<file path="src/rtl/core/torq_pkg.sv">
// torq_pkg: sizes, entry type, status and operation codes of the
// timestamp-ordered request queue. No dependencies.

package torq_pkg;

  localparam int DEPTH       = 16;
  localparam int TIME_BITS   = 15;
  localparam int PROC_BITS   = 4;
  localparam int COUNT_BITS  = 5;
  localparam int STATUS_BITS = 2;

  localparam int PTR_W = (DEPTH > 1) ? $clog2(DEPTH) : 1;
  localparam int CNT_W = $clog2(DEPTH + 1);

  localparam logic FUNC_PUSH = 1'b0;
  localparam logic FUNC_POP  = 1'b1;

  typedef enum logic [STATUS_BITS-1:0] {
    ST_OK    = 2'd0,
    ST_FULL  = 2'd1,
    ST_EMPTY = 2'd2
  } status_t;

  typedef struct packed {
    logic [TIME_BITS-1:0] ts;
    logic [PROC_BITS-1:0] proc;
  } entry_t;

  // Held entry sorts strictly below the new key: timestamp first, then id.
  function automatic logic key_less(entry_t held, entry_t key);
    return {held.ts, held.proc} < {key.ts, key.proc};
  endfunction

endpackage

</file>
<file path="src/rtl/core/timestamp_ordered_request_queue_top.sv">
// Timestamp-ordered request queue: sorted mutual-exclusion request store
// held in one synchronous RAM, insert walk and result register. Uses torq_pkg.
//
//  channel | direction | signals                          | transaction
//  --------+-----------+----------------------------------+---------------------------
//  req     | in        | req_valid/req_ready, func,       | one push or pop
//          |           | req_time, req_proc               |
//  rsp     | out       | rsp_valid/rsp_ready, head_time,  | head, count and status
//          |           | head_proc, head_valid, count,    | after that operation
//          |           | status                           |
//
// Walk: a push into a queue that is neither empty nor full runs the tail-to-head
// walk, which reads one entry per cycle through the single RAM read port;
// an empty or full push and a pop do not walk.
// One transaction is in work at a time; the result register holds the last
// result, so the next transaction is taken while a result waits.
// Reset: synchronous, clears the count, ring base and handshake state; the
// RAM is not cleared, and only entries below the count are used.
// Stalls: rsp_ready low holds the result register; work that finishes then
// waits in the hand-off state.

module timestamp_ordered_request_queue_top
  import torq_pkg::*;
(
  input  logic                   clk,
  input  logic                   rst,
  input  logic                   req_valid,
  output logic                   req_ready,
  input  logic                   func,
  input  logic [TIME_BITS-1:0]   req_time,
  input  logic [PROC_BITS-1:0]   req_proc,
  output logic                   rsp_valid,
  input  logic                   rsp_ready,
  output logic [TIME_BITS-1:0]   head_time,
  output logic [PROC_BITS-1:0]   head_proc,
  output logic                   head_valid,
  output logic [COUNT_BITS-1:0]  count,
  output logic [STATUS_BITS-1:0] status
);

  typedef enum logic [2:0] {
    S_IDLE,
    S_POP_RD,
    S_SCAN,
    S_PLACE,
    S_DONE
  } state_t;

  state_t     state;
  logic [PTR_W-1:0] base;       // physical slot of the head
  logic [CNT_W-1:0] n;          // entries held
  logic [CNT_W-1:0] idx;        // logical slot being filled during the walk
  entry_t     pend;             // request being inserted
  entry_t     head;             // copy of the head entry
  status_t    st;

  // Entry RAM, one read and one write port, registered read data.
  entry_t           mem [DEPTH];
  entry_t           rd_data;
  logic [PTR_W-1:0] rd_addr;
  logic             wr_en;
  logic [PTR_W-1:0] wr_addr;
  entry_t           wr_data;

  entry_t           req_entry;
  logic             rsp_free;

  // Map a logical queue position onto the ring.
  function automatic logic [PTR_W-1:0] phys(logic [PTR_W-1:0] b, logic [CNT_W-1:0] l);
    logic [CNT_W:0] sum;
    sum = (CNT_W + 1)'(b) + (CNT_W + 1)'(l);
    if (sum >= (CNT_W + 1)'(DEPTH)) begin
      sum = sum - (CNT_W + 1)'(DEPTH);
    end
    return sum[PTR_W-1:0];
  endfunction

  assign req_entry = '{ts: req_time, proc: req_proc};
  assign req_ready = (state == S_IDLE);
  assign rsp_free  = !rsp_valid || rsp_ready;

  always_ff @(posedge clk) begin
    if (wr_en) begin
      mem[wr_addr] <= wr_data;
    end
    rd_data <= mem[rd_addr];
  end

  // RAM port control per state.
  always_comb begin
    rd_addr = '0;
    wr_en   = 1'b0;
    wr_addr = '0;
    wr_data = pend;
    case (state)
      S_IDLE: begin
        if (func == FUNC_POP) begin
          rd_addr = phys(base, CNT_W'(1));
        end else if (n == '0) begin
          // empty queue: write the request straight into the head slot
          wr_en   = req_valid;
          wr_addr = base;
          wr_data = req_entry;
        end else begin
          rd_addr = phys(base, n - CNT_W'(1));
        end
      end
      S_SCAN: begin
        wr_en   = 1'b1;
        wr_addr = phys(base, idx);
        wr_data = key_less(rd_data, pend) ? pend : rd_data;
        if (idx >= CNT_W'(2)) begin
          rd_addr = phys(base, idx - CNT_W'(2));
        end
      end
      S_PLACE: begin
        wr_en   = 1'b1;
        wr_addr = base;
        wr_data = pend;
      end
      default: begin
        wr_en = 1'b0;
      end
    endcase
  end

  always_ff @(posedge clk) begin
    if (rst) begin
      state      <= S_IDLE;
      base       <= '0;
      n          <= '0;
      idx        <= '0;
      st         <= ST_OK;
      rsp_valid  <= 1'b0;
    end else begin
      // drop the accepted result unless a new one is loaded in this cycle
      if (rsp_valid && rsp_ready && state != S_DONE) begin
        rsp_valid <= 1'b0;
      end
      case (state)
        S_IDLE: begin
          if (req_valid) begin
            pend <= req_entry;
            st   <= ST_OK;
            if (func == FUNC_POP) begin
              if (n == '0) begin
                st    <= ST_EMPTY;
                state <= S_DONE;
              end else begin
                // advance the ring; fetch the new head if one remains
                base  <= phys(base, CNT_W'(1));
                n     <= n - CNT_W'(1);
                state <= (n == CNT_W'(1)) ? S_DONE : S_POP_RD;
              end
            end else if (n == CNT_W'(DEPTH)) begin
              st    <= ST_FULL;
              state <= S_DONE;
            end else if (n == '0) begin
              head  <= req_entry;
              n     <= CNT_W'(1);
              state <= S_DONE;
            end else begin
              idx   <= n;
              n     <= n + CNT_W'(1);
              state <= S_SCAN;
            end
          end
        end
        S_POP_RD: begin
          head  <= rd_data;
          state <= S_DONE;
        end
        S_SCAN: begin
          // rd_data holds logical slot idx-1: stop below it or shift it up
          if (key_less(rd_data, pend)) begin
            state <= S_DONE;
          end else if (idx == CNT_W'(1)) begin
            state <= S_PLACE;
          end else begin
            idx <= idx - CNT_W'(1);
          end
        end
        S_PLACE: begin
          head  <= pend;
          state <= S_DONE;
        end
        S_DONE: begin
          if (rsp_free) begin
            rsp_valid  <= 1'b1;
            head_valid <= (n != '0);
            head_time  <= (n != '0) ? head.ts : '0;
            head_proc  <= (n != '0) ? head.proc : '0;
            count      <= COUNT_BITS'(n);
            status     <= st;
            state      <= S_IDLE;
          end
        end
        default: begin
          state <= S_IDLE;
        end
      endcase
    end
  end

endmodule

</file>
<file path="config.mk">
export PLATFORM = sky130hd
export DESIGN_NAME = timestamp_ordered_request_queue_top
export DESIGN_NICKNAME = d
export VERILOG_FILES = /design/src/rtl/core/torq_pkg.sv /design/src/rtl/core/timestamp_ordered_request_queue_top.sv
export SDC_FILE = /design/constraint.sdc
export NUM_CORES = 1
export LEC_CHECK = 0
export CAP_MARGIN = 10
export CORE_MARGIN = 1
export CORE_UTILIZATION = 25
export CTS_BUF_LIST = sky130_fd_sc_hd__clkbuf_8
export CTS_CLUSTER_SIZE = 30
export DETAILED_ROUTE_END_ITERATION = 10
export DONT_BUFFER_PORTS = 1
export GPL_TIMING_DRIVEN = 1
export HOLD_SLACK_MARGIN = 0.1
export PLACE_DENSITY = 0.37
export SLEW_MARGIN = 15
export SYNTH_ARGS = -nofsm -noshare
export SYNTH_HDL_FRONTEND = slang
export SYNTH_SLANG_ARGS = --single-unit
export TNS_END_PERCENT = 10
</file>
<file path="constraint.sdc">
create_clock -name clk -period 3.45 [get_ports clk]
set_input_delay 0.5175 -clock clk [delete_from_list [all_inputs] [get_ports clk]]
set_output_delay 0.5175 -clock clk [all_outputs]
set_load 0.05 [all_outputs]
</file>
Word-level counts from Yosys, hierarchy flattened

Memory sizes are Yosys's and may differ from the RTL's. A register that Yosys moved wholly into a read port is not among the register bits.
Cells that the tools add are included.
W data, S select, Z words.

Add/subtract/negate cells: 12
Order comparisons: 6
Equal/unequal tests: 19
Multiplexer cells: 52
Bitwise gates (word level): 2
Reduce and logical (&&, ||, !) cells: 19

Operators by type and width:

| cell                  | number |
|---|---|
| $mux W19              | 7 |
| $pmux W19 S3          | 1 |
| $mux W5               | 10 |
| $pmux W19 S2          | 1 |
| $mux W4               | 9 |
| $mux W3               | 9 |
| $lt A19 B19 Y1        | 1 |
| $add A4 B5 Y6         | 3 |
| $ge A6 B5 Y1 const B  | 3 |
| $ne A2 B2 Y1 const B  | 9 |
| $sub A4 B1 Y4 const B | 4 |
| $pmux W3 S4           | 1 |
| $pmux W4 S3           | 1 |
| $eq A5 B1 Y1 const B  | 2 |
| $pmux W5 S2           | 1 |
| $sub A5 B1 Y5 const B | 2 |
| $reduce_and A3 Y1     | 3 |
| $mux W1               | 8 |
| $pmux W4 S2           | 1 |
| $reduce_and A4 Y1     | 2 |
| $reduce_and A7 Y1     | 1 |
| $eq A3 B2 Y1 const B  | 2 |
| $ne A3 B3 Y1 const B  | 2 |
| $reduce_and A6 Y1     | 1 |
| other kinds (22)      | 26 |

Register bits: 85
RAM bits: 304
Input port bits: 24
Output and inout port bits: 29
Word-level logic and storage cells: 126
Memories: 1

Memories:

| memory | depth | width | read ports | clocked after memory_dff | wr ports | RTL line                                  | text |
|---|---|---|---|---|---|---|---|
| mem    | 16    | 19    | 1          | 1                        | 1        | timestamp_ordered_request_queue_top.sv:58 | `entry_t mem [DEPTH];` |

Depth between registers and ports, before layout

Depth in word-level cells: 7
Depth in mapped cells: 13
Depth with buffers taken out: 12

Worst setup path before layout

No wires, ideal clock.

Path type: flip-flop to flip-flop
Start: reg n[0]
End: mem mem[14][0] (netlist bit) (enable)
Arrival time: 2.920 ns
Path slack: 0.136 ns
Cell stages (with the launch flop): 12
Period minus slack after synthesis: 3.314 ns
Cells stage by stage: dfxtp_1 inv_1 ha_1 nor4b_4 inv_2 nor2_1 nand2_1 a21oi_1 a22oi_1 nor2_1 nand2_1 nor2_1

Longest elaborated chain between the ends: 6
Elaborated cells between the ends (all ways): 9
Those cells by class: mux: 8; reduce/logical: 1

RTL lines:

| item                          | RTL line                                   | text |
|---|---|---|
| start: declaration            | timestamp_ordered_request_queue_top.sv:51  | `logic [CNT_W-1:0] n;` |
| start signal: assignment      | timestamp_ordered_request_queue_top.sv:152 | `n <= n - CNT_W'(1);` |
| start signal: assignment      | timestamp_ordered_request_queue_top.sv:164 | `n <= n + CNT_W'(1);` |
| $logic_not A5 Y1 (*)          | timestamp_ordered_request_queue_top.sv:99  | `end else if (n == '0) begin` |
| $mux W1                       | timestamp_ordered_request_queue_top.sv:99  |  |
| $mux W1                       | timestamp_ordered_request_queue_top.sv:97  | `if (func == FUNC_POP) begin` |
| $pmux W1 S2                   | timestamp_ordered_request_queue_top.sv:95  | `case (state)` |
| $mux W1                       | timestamp_ordered_request_queue_top.sv:83  | `if (wr_en) begin` |
| $mux W1 (implied by the code) | timestamp_ordered_request_queue_top.sv:84  | `mem[wr_addr] <= wr_data;` |
| end: declaration              | timestamp_ordered_request_queue_top.sv:58  |  |

Every way passes the cells marked *; elsewhere a longest branch is shown, timed or not.

Worst setup path after layout

Start: reg n[1]
End: mem mem[5][11] (netlist bit) (enable)

Same word-level chain as after synthesis.

==> run summary <==
The run finished with clean final reports. The worst setup path is of the reg2reg kind. The share of the clock period used by the worst path after layout came out at 93.8%.

The cell area that synthesis handed to floorplanning was 17200 um2. The class of the most critical hold timing path is in2reg. The highest-utilization routing layer at the global route stage is met2. The slew at the pin closest to its max-slew limit was 0.900 ns.

In the synthesized netlist the dominant register cell turns out to be edfxtp_1. The buffer levels on the longest clock path was 3. The first routing iteration left 782 violations.

The tools report the arrival time reported for the critical path endpoint as 3.58 ns. For this run, the total global-route usage over all layers was measured as 14.2%. Headroom to the max-slew limit: 39.8%. The worst setup path is captured at a register. For the maximum level of the CTS H-tree, the log shows 3.

Traced cell by cell, the critical path runs through inv_1, ha_1, nor4b_4, buf_4, inv_2, nor2_1, nand2_1, a21oi_1, buf_4, a22oi_1, nor2_1, nand2_1, nor2_2, buf_12. For this run, global-route usage on met1 was measured as 18.3%. For the final routed database, the setup TNS stands at 0 ns.

The run gives 2 as the number of antenna violations at the first check in global routing. The routed layout has 9984 vias. The worst-path maximum fanout was 15. The top cell types in the final layout, fill and taps aside, are 369 x edfxtp_1, 83 x clkbuf_8, 81 x nand2_1. The floorplan has 95 rows. The synthesized design contains 408 register bits.

The type of origin of the critical path was a register. Input and output buffers added on the ports amount to 0. Detailed placement finished with a half-perimeter wire length of 29900 um. CTS sink count: 408. In this run the remaining antenna-violating nets after routing total 0. The first global-routing pass estimated 72100 um of wire. The area growth from synthesis to layout is 21.0%. The floorplan step defined a die boundary enclosing 69900 um2.

The tools report the final setup skew as 0.0408 ns. For the core area, the log shows 67600 um2. For met2 alone, demand over resource in global routing was 23.8%. For this design the static power due to leakage is 0.00713 uW. The overall die height was 264 um. The slowest cell on the critical path was nor4b_4. The worst hold path begins at func. The tools report the launching point of the worst reg2reg path as n[1]. The run gives 0.214 ns as the minimum setup slack in the final design. Before antenna repair, the detailed router went through 6 iterations. Number of enable flip-flop cells after synthesis: 369. From left edge to right edge, the die measures 264 um.

The netlist uses 69 different library cells. The number of instances in the synthesized netlist is 1096. Entering global routing, the biggest net connects 41 pins. The worst reg-to-reg setup slack came out at 0.21 ns. The CTS root buffer is clkbuf_8. The critical path launch point was n[1].

The via density per instance works out to 4.60. For this run, the slowest stage of the critical path takes 0.39 ns. The wire length after detailed routing was 48800 um. The data required time at the worst endpoint came out at 3.80 ns. The largest delay contributor family on the critical path was simple AND/OR/NAND/NOR gates. After clock tree synthesis, the flow added hold-fix buffers numbering 23. The mean instance size in the synthesized netlist is 15.7 um2. The placement-stage worst setup slack is 0.238 ns. The congestion estimate from routability-driven global placement came to 0.753. The average wire per standard cell came out at 22.5 um.

The final count of hold timing violations was 0; the starting density of the core was 25.4%. Setup repair after global routing left no endpoint under its margin. Gates resized during post-CTS repair numbered 0. The tools report the highest achievable clock rate as 309 MHz. The library cell used most frequently in the layout, excluding fill and tap cells, is edfxtp_1. Of all flip-flops after synthesis, the portion carrying an async set or reset was 0%.

The ratio of cells with drive above 1 in the final layout works out to 22.6%. For this design the top-level I/O count stands at 53. The synthesis warning total came out at 0.

TritonCTS built the clock tree. The tool flagged a number of max-cap violations equal to 0. Setup violations remaining at the end of the flow were counted as 0. Summed over all layers, the global routing overflow is 0. The logs give 1296 for the final layout net count and 10599 for the via count of the first global-routing pass.

Total count of max-transition violations in the final report: 0. The run gives 69.0% as the sequential area share after synthesis. After clock tree synthesis, the clock-pin slew on the worst setup and hold paths is 0.06 ns. The number of nets handed over by synthesis was 1158. The clock latency on the worst-skew pair is 0.68 ns, and the number of buffers inserted during clock tree synthesis is 75. Subtracting the final worst setup slack from the clock period gives 3.24 ns.

After detailed routing, the number of remaining DRC violations is 0. The logs give 2.82% for the met3 track demand over resource and 0 for the post-CTS setup buffer count. Dividing total power by cell area gives a power density of 956 nW/um2. The buffer and inverter count on the worst path is 5. The tools report the worst supply voltage drop on vdd as 351 uV.
==> final timing paths <==
check,cells past startpoint,to
setup / recovery,14,mem[5][11]
hold / removal,3,n[0]
setup reg to reg,14,mem[5][11]
hold reg to reg,0,status[0]
==> sequential cells by signal, summed over array words and instances (netlist names) <==
name / cells
mem: 304
head: 19
pend: 19
rd_data: 19
head_time: 15
count: 5
idx: 5
n: 5
base: 4
head_proc: 4
state: 3
st: 2
status: 2
head_valid: 1
rsp_valid: 1
==> routing by layer <==
layer | up-vias | wire (um) | share of wire [%]
met4 | 0 | 776 | 1.6
met1 | 5085 | 22000 | 45
met3 | 49 | 2110 | 4.3
met2 | 233 | 23900 | 49
met5 | - | 0 | 0
li1 | 4617 | - | -
==> logic make-up (layout without fill, tap and decap cells) <==
| group | after synthesis | in the layout | share of synthesized area (%) |
|---|---|---|---|
| AOI/OAI and AO/OA | 235 | 235 | 9.82 |
| xor gates and xnor gates | 17 | 17 | 0.866 |
| adders and majority gates | 38 | 38 | 2.89 |
| buffers and inverters | 100 | 299 | 2.90 |
| DFF | 408 | 408 | 69.0 |
| muxes | 102 | 102 | 9.21 |
| other | 0 | 3 | 0 |
| and+or+nand+nor | 196 | 196 | 5.36 |
==> through the flow <==
step                power (uW)  area [um2]  hold slack (ns)  cells  utilization (%)
floorplan                12500       17200            0.403   1096                -
global placement         15700       19100            0.427   2007             28.3
detailed placement       15700       19100            0.432   2007             28.3
CTS                      20200       20800            0.126   2168             30.8
global route             21100       20800            0.172   2171             30.8
finish                   19900       20800            0.173   2171             30.8
==> tightest hold or removal path, cell delays in order <==
cell      delay [ns]
a21oi_1         0.09
nor2_1          0.10
a311oi_1        0.06
==> where the power goes <==
part           switching [uW]  internal (uW)
Clock                    2090           2380
Combinational            4750           3380
Sequential                561           6740
==> synth_stat cells (3+ instances only) <==
cell,instances,area [um2]
nor2b_1,5,31.3
a31oi_1,3,18.8
dfxtp_1,39,781
o211ai_1,20,150
buf_1,3,11.3
buf_4,4,30.0
xor2_1,6,52.6
nor3_1,5,25.0
buf_6,7,78.8
buf_2,19,95.1
nor3b_1,3,22.5
nand3_1,9,45.0
a21o_1,12,90.1
a22oi_1,21,158
ha_1,35,438
clkbuf_1,29,109
o21ai_0,42,210
inv_1,34,128
mux2i_1,24,240
mux2_1,17,191
o21ai_1,23,115
nand2b_1,6,37.5
nor2_1,51,191
a21oi_1,26,130
fa_1,3,60.1
mux2_2,22,248
mux4_1,7,184
a222oi_1,34,340
mux4_2,32,721
o31ai_1,21,158
xnor2_1,11,96.3
edfxtp_1,369,11100
nand4_1,7,43.8
and2_1,20,125
o22ai_1,6,37.5
nand2_1,81,304
==> cell type report <==
cell class / count / area, um2
Antenna cell: 3 / 7.51
Sequential cell: 408 / 11900
Clock buffer: 83 / 1140
Multi-Input combinational cell: 588 / 4940
Inverter: 36 / 135
Tap cell: 873 / 1090
Clock inverter: 55 / 308
Fill cell: 6670 / 46800
Timing Repair Buffer: 125 / 1330
(Power assumes the default switching activity.)
